## config.mk

```make
export PLATFORM = sky130hd
export DESIGN_NAME = x86_64_subset_instruction_decoder
export DESIGN_NICKNAME = d
export VERILOG_FILES = /design/src/sv/xsid_pkg.sv /design/src/sv/xsid_core.sv /design/src/sv/x86_64_subset_instruction_decoder.sv
export SDC_FILE = /design/constraint.sdc
export NUM_CORES = 1
export LEC_CHECK = 0
export BUFFER_PORTS_ARGS = -buffer_cell sky130_fd_sc_hd__buf_4
export CORE_UTILIZATION = 59
export DETAILED_ROUTE_END_ITERATION = 8
export MAX_ROUTING_LAYER = met4
export PLACE_DENSITY = 0.77
export SYNTH_ARGS = -nofsm -noshare
export SYNTH_HDL_FRONTEND = slang
export SYNTH_SLANG_ARGS = --single-unit
```

## constraint.sdc

```tcl
create_clock -name clk_i -period 7.65 [get_ports clk_i]
set_input_delay 1.53 -clock clk_i [delete_from_list [all_inputs] [get_ports clk_i]]
set_output_delay 1.53 -clock clk_i [all_outputs]
set_load 0.02 [all_outputs]
```

## src/sv/xsid_pkg.sv

```systemverilog
// ----------------------------------------------------------------------------
// xsid_pkg
// shared types and constants for the x86-64 subset instruction decoder
// ----------------------------------------------------------------------------
package xsid_pkg;

  localparam int unsigned OffsetBitsDefault = 32;

  typedef enum logic [2:0] {
    PH_IDLE      = 3'd0,
    PH_AFTER_REX = 3'd1,
    PH_ESCAPE    = 3'd2,
    PH_MODRM     = 3'd3,
    PH_SIB       = 3'd4,
    PH_DISP      = 3'd5,
    PH_IMM       = 3'd6
  } phase_e;

  typedef enum logic [1:0] {
    ST_OK        = 2'd0,
    ST_TRUNC     = 2'd1,
    ST_BAD_SEL   = 2'd2,
    ST_UNKNOWN0F = 2'd3
  } status_e;

  localparam logic [4:0] MnImul    = 5'd13;
  localparam logic [4:0] MnJcc     = 5'd14;
  localparam logic [4:0] MnSetcc   = 5'd15;
  localparam logic [4:0] MnBadSel  = 5'd26;
  localparam logic [4:0] MnUnknown = 5'd27;

  // decoded record, packed with status in the low bits when flattened
  typedef struct packed {
    logic [3:0]  byte_length;
    logic [31:0] start_offset;
    logic [63:0] immediate_value;
    logic [31:0] displacement;
    logic [7:0]  sib_byte;
    logic [7:0]  modrm_byte;
    logic        rex_seen;
    logic [3:0]  rex_bits;
    logic [3:0]  condition_code;
    logic [4:0]  mnemonic;
    logic [1:0]  status;
  } rec_t;

  function automatic logic [4:0] classify(input logic [7:0] op, input logic esc,
                                          input logic [2:0] sel);
    logic [4:0] r;
    r = MnUnknown;
    if (esc) begin
      if (op == 8'hAF) r = MnImul;
      else if (op[7:4] == 4'h8) r = MnJcc;
      else if (op[7:4] == 4'h9) r = MnSetcc;
      else if (op == 8'hB6) r = 5'd16;
    end else if (op[7:3] == 5'b01010) r = 5'd0;
    else if (op[7:3] == 5'b01011) r = 5'd1;
    else if (op[7:3] == 5'b10111) r = 5'd5;
    else begin
      case (op)
        8'h8B: r = 5'd2;
        8'h89: r = 5'd3;
        8'h8D: r = 5'd4;
        8'h03: r = 5'd6;
        8'h2B: r = 5'd7;
        8'h81: r = (sel == 3'd5) ? 5'd8 : MnBadSel;
        8'h3B: r = 5'd9;
        8'h85: r = 5'd10;
        8'hE9: r = 5'd11;
        8'h99: r = 5'd12;
        8'hF7: r = (sel == 3'd7) ? 5'd17 : (sel == 3'd3) ? 5'd18 :
                   (sel == 3'd2) ? 5'd19 : MnBadSel;
        8'hD3: r = (sel == 3'd4) ? 5'd20 : (sel == 3'd7) ? 5'd21 : MnBadSel;
        8'h23: r = 5'd22;
        8'h0B: r = 5'd23;
        8'h33: r = 5'd24;
        8'hC3: r = 5'd25;
        default: r = MnUnknown;
      endcase
    end
    return r;
  endfunction

  function automatic logic wants_modrm(input logic [7:0] op, input logic esc);
    if (esc) return op == 8'hAF || op[7:4] == 4'h9 || op == 8'hB6;
    return op inside {8'h8B, 8'h89, 8'h8D, 8'h81, 8'h03, 8'h2B, 8'h3B, 8'h85,
                      8'hF7, 8'hD3, 8'h23, 8'h0B, 8'h33};
  endfunction

  function automatic logic full_modrm(input logic [7:0] op, input logic esc);
    return !esc && (op inside {8'h8B, 8'h89, 8'h8D, 8'h81});
  endfunction

  function automatic logic [3:0] imm_len(input logic [7:0] op, input logic esc,
                                         input logic rex_w);
    if (esc) return (op[7:4] == 4'h8) ? 4'd4 : 4'd0;
    if (op == 8'h81 || op == 8'hE9) return 4'd4;
    if (op[7:3] == 5'b10111) return rex_w ? 4'd8 : 4'd4;
    return 4'd0;
  endfunction

endpackage

```

## src/sv/xsid_core.sv

```systemverilog
// ----------------------------------------------------------------------------
// xsid_core
// byte-level decode state and record forming, one byte per cycle while step_i is high
// ----------------------------------------------------------------------------
module xsid_core #(
  parameter int unsigned OffsetBits = xsid_pkg::OffsetBitsDefault
) (
  input  logic           clk_i,
  input  logic           rst_ni,
  input  logic           step_i,
  input  logic [7:0]     byte_i,
  input  logic           last_i,
  output logic           rec_valid_o,
  output xsid_pkg::rec_t rec_o
);
  import xsid_pkg::*;

  phase_e                phase_q, phase_d;
  logic [4:0]            rex_q, rex_d;
  logic [7:0]            op_q, op_d;
  logic                  esc_q, esc_d;
  logic [7:0]            modrm_q, modrm_d;
  logic [7:0]            sib_q, sib_d;
  logic [31:0]           disp_q, disp_d;
  logic [63:0]           imm_q, imm_d;
  logic [3:0]            rem_q, rem_d;
  logic [OffsetBits-1:0] cnt_q, cnt_d;
  logic [OffsetBits-1:0] start_q, start_d;

  logic       emit;
  logic [1:0] st;
  logic       done;
  logic [4:0] mn;
  logic [3:0] il;
  logic [1:0] mode;
  logic [OffsetBits-1:0] span;
  logic [63:0] immv;
  logic [31:0] dispv;
  logic [3:0] dec;

  // next state of all fields; done marks the end of a complete instruction, good or bad select
  always_comb begin
    phase_d = phase_q; rex_d = rex_q; op_d = op_q; esc_d = esc_q;
    modrm_d = modrm_q; sib_d = sib_q; disp_d = disp_q; imm_d = imm_q;
    rem_d = rem_q; start_d = start_q;
    emit = 1'b0; st = ST_OK; done = 1'b0;
    mode = modrm_q[7:6];
    dec = (rem_q != 4'd0) ? rem_q - 4'd1 : 4'd0;
    case (phase_q)
      PH_IDLE, PH_AFTER_REX: begin
        if (phase_q == PH_IDLE) begin
          start_d = cnt_q; rex_d = '0; op_d = '0; esc_d = 1'b0;
          modrm_d = '0; sib_d = '0; disp_d = '0; imm_d = '0; rem_d = '0;
        end
        if (phase_q == PH_IDLE && byte_i[7:4] == 4'h4) begin
          rex_d = {1'b1, byte_i[3:0]};
          phase_d = PH_AFTER_REX;
        end else begin
          op_d = byte_i;
          if (byte_i == 8'h0F) phase_d = PH_ESCAPE;
          else begin
            esc_d = 1'b0;
            if (classify(byte_i, 1'b0, modrm_d[5:3]) == MnUnknown) phase_d = PH_IDLE;
            else if (wants_modrm(byte_i, 1'b0)) phase_d = PH_MODRM;
            else begin
              il = imm_len(byte_i, 1'b0, rex_d[3]);
              if (il != 4'd0) begin rem_d = il; phase_d = PH_IMM; end
              else begin done = 1'b1; phase_d = PH_IDLE; end
            end
          end
        end
      end
      PH_ESCAPE: begin
        op_d = byte_i; esc_d = 1'b1;
        if (classify(byte_i, 1'b1, modrm_q[5:3]) == MnUnknown) begin
          phase_d = PH_IDLE; emit = 1'b1; st = ST_UNKNOWN0F;
        end else if (wants_modrm(byte_i, 1'b1)) phase_d = PH_MODRM;
        else begin
          il = imm_len(byte_i, 1'b1, rex_q[3]);
          if (il != 4'd0) begin rem_d = il; phase_d = PH_IMM; end
          else begin done = 1'b1; phase_d = PH_IDLE; end
        end
      end
      PH_MODRM: begin
        modrm_d = byte_i;
        mode = byte_i[7:6];
        if (!full_modrm(op_q, esc_q) || mode == 2'd3) begin
          il = imm_len(op_q, esc_q, rex_q[3]);
          if (il != 4'd0) begin rem_d = il; phase_d = PH_IMM; end
          else begin done = 1'b1; phase_d = PH_IDLE; end
        end else if (byte_i[2:0] == 3'd4) phase_d = PH_SIB;
        else if (mode == 2'd1) begin rem_d = 4'd1; phase_d = PH_DISP; end
        else if (mode == 2'd2 || byte_i[2:0] == 3'd5) begin
          rem_d = 4'd4; phase_d = PH_DISP;
        end else begin
          il = imm_len(op_q, esc_q, rex_q[3]);
          if (il != 4'd0) begin rem_d = il; phase_d = PH_IMM; end
          else begin done = 1'b1; phase_d = PH_IDLE; end
        end
      end
      PH_SIB: begin
        sib_d = byte_i;
        if (mode == 2'd1) begin rem_d = 4'd1; phase_d = PH_DISP; end
        else if (mode == 2'd2 || byte_i[2:0] == 3'd5) begin
          rem_d = 4'd4; phase_d = PH_DISP;
        end else begin
          il = imm_len(op_q, esc_q, rex_q[3]);
          if (il != 4'd0) begin rem_d = il; phase_d = PH_IMM; end
          else begin done = 1'b1; phase_d = PH_IDLE; end
        end
      end
      PH_DISP: begin
        disp_d = {byte_i, disp_q[31:8]};
        rem_d = dec;
        if (dec == 4'd0) begin
          il = imm_len(op_q, esc_q, rex_q[3]);
          if (il != 4'd0) begin rem_d = il; phase_d = PH_IMM; end
          else begin done = 1'b1; phase_d = PH_IDLE; end
        end
      end
      PH_IMM: begin
        imm_d = {byte_i, imm_q[63:8]};
        rem_d = dec;
        if (dec == 4'd0) begin done = 1'b1; phase_d = PH_IDLE; end
      end
      default: phase_d = PH_IDLE;
    endcase
    il = imm_len(op_d, esc_d, rex_d[3]);
    mn = classify(op_d, esc_d, modrm_d[5:3]);
    if (done) begin
      emit = 1'b1;
      st = (mn == MnBadSel || mn == MnUnknown) ? ST_BAD_SEL : ST_OK;
    end
    if (last_i && !emit && phase_d != PH_IDLE) begin
      emit = 1'b1; st = ST_TRUNC; phase_d = PH_IDLE;
    end
    cnt_d = last_i ? '0 : cnt_q + 1'b1;
  end

  // value views of the captured fields
  always_comb begin
    if (modrm_d[7:6] == 2'd1) dispv = {{24{disp_d[31]}}, disp_d[31:24]};
    else dispv = disp_d;
    if (il == 4'd8) immv = imm_d;
    else if (il == 4'd0) immv = '0;
    else if (!esc_d && op_d[7:3] == 5'b10111) immv = {32'd0, imm_d[63:32]};
    else immv = {{32{imm_d[63]}}, imm_d[63:32]};
    span = cnt_q - start_d;
  end

  // record register loads at this edge
  assign rec_valid_o = step_i && emit;

  always_ff @(posedge clk_i or negedge rst_ni) begin
    if (!rst_ni) begin
      phase_q <= PH_IDLE; rex_q <= '0; op_q <= '0; esc_q <= 1'b0;
      modrm_q <= '0; sib_q <= '0; disp_q <= '0; imm_q <= '0; rem_q <= '0;
      cnt_q <= '0; start_q <= '0;
    end else begin
      if (step_i) begin
        phase_q <= phase_d; rex_q <= rex_d; op_q <= op_d; esc_q <= esc_d;
        modrm_q <= modrm_d; sib_q <= sib_d; disp_q <= disp_d; imm_q <= imm_d;
        rem_q <= rem_d; cnt_q <= cnt_d; start_q <= start_d;
      end
    end
  end

  always_ff @(posedge clk_i) begin
    if (step_i && emit) begin
      rec_o.status          <= st;
      rec_o.mnemonic        <= (st == ST_OK) ? mn : 5'd0;
      rec_o.condition_code  <= (st == ST_OK && (mn == MnJcc || mn == MnSetcc)) ?
                               op_d[3:0] : 4'd0;
      rec_o.rex_bits        <= rex_d[3:0];
      rec_o.rex_seen        <= rex_d[4];
      rec_o.modrm_byte      <= modrm_d;
      rec_o.sib_byte        <= sib_d;
      rec_o.displacement    <= (st == ST_OK) ? dispv : 32'd0;
      rec_o.immediate_value <= (st == ST_OK) ? immv : 64'd0;
      rec_o.start_offset    <= 32'(start_d);
      rec_o.byte_length     <= span[3:0] + 4'd1;
    end
  end

  a_rem_bound: assert property (@(posedge clk_i) disable iff (!rst_ni)
    rem_q <= 4'd8) else $error("remaining count out of range");
  a_idle_rem: assert property (@(posedge clk_i) disable iff (!rst_ni)
    (phase_q == PH_DISP) |-> (rem_q != 4'd0)) else $error("disp with no bytes left");
  a_trunc_idle: assert property (@(posedge clk_i) disable iff (!rst_ni)
    (step_i && last_i) |=> (phase_q == PH_IDLE && cnt_q == '0))
    else $error("buffer end did not resync");
endmodule

```

## src/sv/x86_64_subset_instruction_decoder.sv

```systemverilog
// ----------------------------------------------------------------------------
// x86_64_subset_instruction_decoder
// streaming decoder for a subset of x86-64 machine code
// ----------------------------------------------------------------------------
// usage:
//  - slave side takes one code byte per beat: tdata = code_byte, tlast marks
//    the final byte of the code buffer
//  - master side gives one decoded record per finished instruction, or an
//    error record on truncation, unknown select or unknown 0f opcode
//  - unknown lead bytes are eaten with no record
//  - throughput: one byte per cycle while not stalled; a record is valid from
//    the clock edge that takes its final byte, held in a single output
//    register
//  - stall: while a record waits untaken, s_axis_tready stays low; it is
//    high whenever the output register is empty or being drained this cycle
//  - reset clears phase, counters and output valid; the decoder waits for a
//    prefix or opcode byte at offset zero
// ----------------------------------------------------------------------------
module x86_64_subset_instruction_decoder #(
  parameter int unsigned OffsetBits = xsid_pkg::OffsetBitsDefault
) (
  input  logic         clk_i,
  input  logic         rst_ni,
  input  logic         s_axis_tvalid,
  output logic         s_axis_tready,
  input  logic [7:0]   s_axis_tdata,   // code_byte
  input  logic         s_axis_tlast,   // end_of_buffer
  output logic         m_axis_tvalid,
  input  logic         m_axis_tready,
  output logic [167:0] m_axis_tdata    // status, mnemonic, condition_code,
                                       // rex_bits, rex_seen, modrm_byte,
                                       // sib_byte, displacement,
                                       // immediate_value, start_offset,
                                       // byte_length, zero fill
);
  import xsid_pkg::*;

  logic rec_valid;
  rec_t rec;
  logic out_valid_q;
  rec_t out_q;
  logic step;

  // record register can take a new record whenever it is empty or draining
  assign s_axis_tready = !out_valid_q || m_axis_tready;
  assign step = s_axis_tvalid && s_axis_tready;

  xsid_core #(.OffsetBits(OffsetBits)) u_core (
    .clk_i, .rst_ni, .step_i(step), .byte_i(s_axis_tdata),
    .last_i(s_axis_tlast), .rec_valid_o(rec_valid), .rec_o(rec)
  );

  // core output register already holds the record; this tracks its taking
  always_ff @(posedge clk_i or negedge rst_ni) begin
    if (!rst_ni) out_valid_q <= 1'b0;
    else if (rec_valid) out_valid_q <= 1'b1;
    else if (m_axis_tready) out_valid_q <= 1'b0;
  end

  always_comb out_q = rec;

  assign m_axis_tvalid = out_valid_q;
  assign m_axis_tdata  = {4'b0, out_q};

  a_no_overrun: assert property (@(posedge clk_i) disable iff (!rst_ni)
    (out_valid_q && !m_axis_tready) |-> !rec_valid) else $error("record overwritten");
  a_hold: assert property (@(posedge clk_i) disable iff (!rst_ni)
    (m_axis_tvalid && !m_axis_tready) |=> $stable(m_axis_tdata))
    else $error("record changed while stalled");
  a_keep_valid: assert property (@(posedge clk_i) disable iff (!rst_ni)
    (m_axis_tvalid && !m_axis_tready) |=> m_axis_tvalid)
    else $error("record dropped while stalled");
endmodule

```

==> impl_results.md, run 1 <==
- # placed instances: 2238
- Outcome: finished clean
- DP Wirelength: 31300 um
- Syn_area_per_cell: 9.97 um2
- Worst setup SP type: input port
- Die height: 176 um
- Initial antenna violation count: 0
- Initial Util: 60.0%
- Commonest non-fill, non-tap cell in the layout: nand2_1
- RePlAce Congestion: 0.951
- CTS Buf Count: 38
- Via Count: 14388
- Core Area: 0.0296 mm2
- Routed vias/inst: 6.23
- I/O pins: 183
- Hold_buf cts: 0
- Input/output buffers: 178
- Yosys reg bits: 362
- Asr flop ratio synth: 54.7%
- Max Cap Viol: 0
- Pin count of the biggest net entering global routing: 160
- Setup ws final: 2.34 ns
- Clock H-tree levels: 2
- Synth Area in Compound Gates: 17.8%
- Req. time, crit path: 7.81 ns
- DRC viols: 0
- Total Routing Usage GR: 32.7%
- Max Root-Sink Buffers: 3
- Global-route wire length before repair: 76400 um
- Hold Crit Class: reg -> reg
- Most frequent cells in the layout: nand2_1 (355), nor2_1 (215), dfrtp_1 (198)
- Final worst-path cycle share: 69.4%
- Postcts setup bufs: 0
- Setup total negative slack: 0 ns
- Leak pwr: 8.62 nW
- Fin cells: 2308
- Fraction of layout cells with a size suffix above 1: 18.1%
- Clock Skew: 0.0174 ns
- Clock latency on the worst-skew pair: 0.54 ns
- Final layout net count: 1907
- CTS tree: yes
- Adder-cell area share of the yosys netlist: 0.521%
- Remaining Overflow, GRT: 0
- Post-synth top flop: dfrtp_1
- 1st-pass router iterations: 5
- Root buf cell: clkbuf_16
- Power Total: 4.71 mW
- PD cells: 229 mW/mm2
- Post-synthesis sequential area ratio: 55.6%
- Max IR drop VDD: 0.185 mV
- EDFF count, synth: 164
- Post-place setup slack: 1.85 ns
- Final wirelength: 48300 um
- WS Path Type: in -> reg
- Post-route ant nets: 0
- Number of DRC markers in iteration 0: 1541
- Slew Limit Fails: 0
- Vias in the first global route: 13743
- Final Hold Fails: 0
- Die width: 176 um
- Setup-failing EPs final: 0
- Die outline area: 0.0308 mm2
- Synth Instances: 1782
- Post-synthesis xor/xnor area fraction: 1.13%
- Reg clk slew, reported paths: 0.06 ns
- Post-CTS sizing: 0
- Mapped cell area: 0.0178 mm2
- Cell variety after synth: 90
- Worst-path fanout max: 44
- Rows: 63
- Critical Path AT: 5.47 ns
- Nature of the critical path endpoint: flop
- Max Fclk: 188 MHz
- Drt wl/cell: 20.9 um
- Simple-Gate Fraction of Synth Area: 18.5%
- Largest family of logic cells by synthesized area: simple AND/OR/NAND/NOR gates
- ANT cells: 0
- Setup repair after global routing missed its margin: no
- Layout area overhead: 15.8%
- Synth warn: 0
- Worst slew margin: 16.0%
- Multiplexer share of the synthesized area: 2.65%
- CTS Sinks: 362
- Post-layout util: 69.4%
- Period minus WS final: 5.31 ns
- Worst-margin pin slew: 1.26 ns
sequential cells by signal, summed over array words and instances, names as in the netlist, 8 cells and up:
signal          flops
u_core.sib_q        8
u_core.start_q     32
u_core.imm_q       64
u_core.cnt_q       32
u_core.op_q         8
u_core.modrm_q      8
u_core.disp_q      32
u_core.rec_o      164
logic make-up after synthesis:
group | after synthesis
mux | 43
buf+inv | 159
other cells | 1
fa+ha+maj | 7
simple gates | 748
flops | 362
xor+xnor | 23
compound gates | 439
final cells by class:
class / instances / area (um2)
tap: 390 / 488
sequential: 362 / 9880
clock buffer: 53 / 1080
clock inverter: 17 / 229
inverter: 24 / 95.1
timing repair buffer: 198 / 1530
multi-input combinational: 1264 / 7280
fill: 2225 / 9060
where the power goes:
part	leakage [nW]	total, mW	internal (mW)	switching (mW)
combinational	3.69	0.596	0.169	0.427
sequential	4.28	2.18	2.12	0.0562
clock	0.644	1.93	1.16	0.769
total	8.62	4.71	3.45	1.25
routing by layer:
layer | track usage (%) | part of all wire [%] | vias to the layer above
met1 | 44.7 | 42 | 7082
met3 | 4.20 | 6.8 | 90
met2 | 51.1 | 49 | 618
met5 | - | 0 | -
li1 | - | - | 6598
met4 | 10.4 | 2.6 | 0
Yosys cell counts (6+ instances only):
cell / number / area share [%]
a211oi_2: 24 / 1.7
a21oi_1: 21 / 0.59
a221oi_1: 8 / 0.39
a22o_1: 14 / 0.69
a22oi_1: 99 / 4.2
a31oi_1: 10 / 0.35
and2_1: 8 / 0.28
and3_1: 18 / 0.63
buf_1: 16 / 0.34
buf_4: 11 / 0.46
clkbuf_1: 100 / 2.1
dfrtp_1: 198 / 28
edfxtp_1: 164 / 28
inv_1: 23 / 0.49
mux2_2: 32 / 2.0
mux2i_1: 11 / 0.62
nand2_1: 357 / 7.5
nand2b_1: 12 / 0.42
nand3_1: 26 / 0.73
nand4_1: 14 / 0.49
nor2_1: 219 / 4.6
nor2b_1: 23 / 0.81
nor3_1: 15 / 0.42
nor3_2: 9 / 0.51
nor4_1: 6 / 0.21
o21a_1: 6 / 0.25
o21ai_0: 153 / 4.3
o22a_1: 32 / 1.6
o31ai_1: 6 / 0.25
or3_1: 14 / 0.49
xor2_1: 18 / 0.89
through the flow:
| stage | hold WS, ns | area, um2 |
|---|---|---|
| 2_1_floorplan | 0.446 | 17800 |
| 3_3_place_gp | 0.457 | 19300 |
| 3_5_place_dp | 0.470 | 19300 |
| 4_1_cts | 0.484 | 20600 |
| 5_1_grt | 0.505 | 20600 |
| 6_report | 0.483 | 20600 |
path summary, 6_finish.rpt:
| path | endpoint | depth (start not counted) | from | slack (ns) |
|---|---|---|---|---|
| worst max-delay path | u_core.rec_o[143]$_DFFE_PP_ | 10 | s_axis_tdata[6] | 2.34 |
| worst min-delay path | u_core.start_q[12]$_DFFE_PN0P_ | 2 | u_core.start_q[12]$_DFFE_PN0P_ | 0.48 |
| worst max register to register | u_core.rec_o[37]$_SDFFCE_PP0P_ | 12 | u_core.phase_q[1]$_DFFE_PN0P_ | 2.82 |
| worst min register to register | u_core.start_q[12]$_DFFE_PN0P_ | 2 | u_core.start_q[12]$_DFFE_PN0P_ | 0.48 |
| max in group asynchronous | u_core.imm_q[44]$_DFFE_PN0P_ | 2 | rst_ni | 5.52 |
| min in group asynchronous | u_core.start_q[8]$_DFFE_PN0P_ | 1 | rst_ni | 0.92 |
critical path: stages:
cell,delay [ns]
buf_4,0.28
or4b_4,0.60
o21ai_0,0.33
a2111oi_0,0.14
a221oi_1,0.90
nand2_1,0.14
o21a_1,0.31
a21o_1,0.27
inv_6,0.34
buf_4,0.53
Note: power is estimated with default switching activity, not from simulation.
==> run 2: changes to the inputs <==
clock period = 4.9 ns   (was 7.65 ns; I/O delays follow)
==> impl_results.md, run 2 (synthesis results as in run 1) <==
- Outcome: finished clean
- Max Fclk: 235 MHz
- R2R Path Start: u_core.phase_q[2]$_DFFE_PN0P_
- Commonest non-fill, non-tap cell in the layout: nand2_1
- Hold_buf cts: 0
- Power Total: 7.30 mW
- DP Wirelength: 32400 um
- I/O pins: 183
- Period minus WS final: 4.26 ns
- Slowest stage cell on the critical path: dfrtp_1
- Critical path cell sequence: buf_4 > a21oi_2 > mux2i_1 > nor4_2 > and2_2 > a221o_2 > o311ai_1 > a21oi_1 > o41ai_4 > buf_12 > buf_12 > a211oi_2
- Worst-path fanout max: 35
- Setup repair after global routing missed its margin: no
- Final worst-path cycle share: 87.0%
- Final Hold Fails: 0
- Die height: 176 um
- Most used cell, CP: buf_12
- Max Cap Viol: 0
- Setup total negative slack: 0 ns
- Rows: 63
- Nature of the critical path endpoint: flop
- CTS tree: yes
- Max IR drop VDD: 0.256 mV
- Drt wl/cell: 20.3 um
- Number of flip-flops in the largest register: 164
- Die width: 176 um
- Post-layout util: 71.0%
- CTS Sinks: 362
- Worst slew margin: 31.0%
- Switch Pwr: 1.96 mW
- Hold Crit Class: in -> async
- Input/output buffers: 178
- Clock power share: 39.7%
- Worst-margin pin slew: 1.03 ns
- ANT cells: 0
- Top Registers: u_core.rec_o x164, u_core.imm_q x64
- Crit path buf inv count: 3
- Pin count of the biggest net entering global routing: 245
- Layout area overhead: 18.5%
- Global-route wire length before repair: 76700 um
- Worst path max stage delay: 0.90 ns
- Routed vias/inst: 6.17
- Clock latency on the worst-skew pair: 0.53 ns
- Core Area: 0.0296 mm2
- Initial antenna violation count: 0
- Reg clk slew, reported paths: 0.06 ns
- Initial Util: 60.0%
- Critical Path AT: 4.52 ns
- Sw Share: 26.8%
- Total Routing Usage GR: 32.5%
- WS Path Type: reg -> reg
- Post-CTS sizing: 0
- Slew Limit Fails: 0
- Top reg by flops: u_core.rec_o
- Tightest hold margin: 0.458 ns
- CTS Buf Count: 39
- Logic pwr share: 13.8%
- Setup-failing EPs final: 0
- 1st-pass router iterations: 6
- Via Count: 14558
- PD cells: 347 mW/mm2
- Fraction of layout cells with a size suffix above 1: 20.4%
- DRC viols: 0
- Clock Skew: 0.0150 ns
- Req. time, crit path: 5.16 ns
- Final wirelength: 47900 um
- Worst setup SP type: flop
- Post-route cell area: 0.0211 mm2
- Post-route ant nets: 0
- Postcts setup bufs: 0
- Number of DRC markers in iteration 0: 1235
- Reg power frac: 46.5%
- Leak pwr: 8.89 nW
- Root buf cell: clkbuf_16
- Dpl cell area: 0.0198 mm2
- Die outline area: 0.0308 mm2
- Crit path max-delay family: compound AO/OA/AOI/OAI gates
- Int Pwr: 5.34 mW
- Worst setup startpoint: u_core.phase_q[2]$_DFFE_PN0P_
- RePlAce Congestion: 0.949
- Final layout net count: 1961
- Clock H-tree levels: 2
- Vias in the first global route: 14047
- Max Root-Sink Buffers: 3
- Most frequent cells in the layout: nand2_1 (355), buf_4 (238), nor2_1 (215)
- Remaining Overflow, GRT: 0
[run 2: per-stage QoR]
| step | setup WS, ns | std cells |
|---|---|---|
| floorplan | -0.643 | 1785 |
| global placement | 0.346 | 2291 |
| detailed placement | 0.297 | 2291 |
| CTS | 0.700 | 2361 |
| global route | 0.453 | 2361 |
| finish | 0.638 | 2361 |
[run 2: power by group through the flow]
stage / logic, mW / registers, mW / clock network, mW
global route: 1.09 / 3.41 / 3.04
CTS: 1.01 / 3.39 / 2.93
detailed placement: 1.00 / 3.45 / 0
finish: 1.01 / 3.40 / 2.89
floorplan: 0.523 / 3.53 / 0
global placement: 0.994 / 3.45 / 0
[run 2: layout make-up]
| class | instances | area, um2 |
|---|---|---|
| clock inverter | 14 | 143 |
| fill | 2192 | 8590 |
| clock buffer | 56 | 1120 |
| inverter | 24 | 93.8 |
| sequential | 362 | 9880 |
| timing repair buffer | 251 | 2040 |
| multi-input combinational | 1264 | 7290 |
| tap | 390 | 488 |
[run 2: final timing paths]
path	end	slack [ns]	cells past startpoint
setup / recovery	u_core.rec_o[33]$_SDFFCE_PP0P_	0.64	12
setup reg to reg	u_core.rec_o[33]$_SDFFCE_PP0P_	0.64	12
max in group asynchronous	u_core.start_q[27]$_DFFE_PN0P_	3.36	2
min in group clk_i	u_core.start_q[5]$_DFFE_PN0P_	0.48	2
hold / removal	u_core.cnt_q[13]$_DFFE_PN0P_	0.46	1
hold reg to reg	u_core.start_q[5]$_DFFE_PN0P_	0.48	2
[run 2: per-layer routing]
metal	routed length, um	GRT usage [%]
met1	20400	44.1
met3	3380	4.83
met4	1160	8.99
met2	23000	51.1
met5	0	-
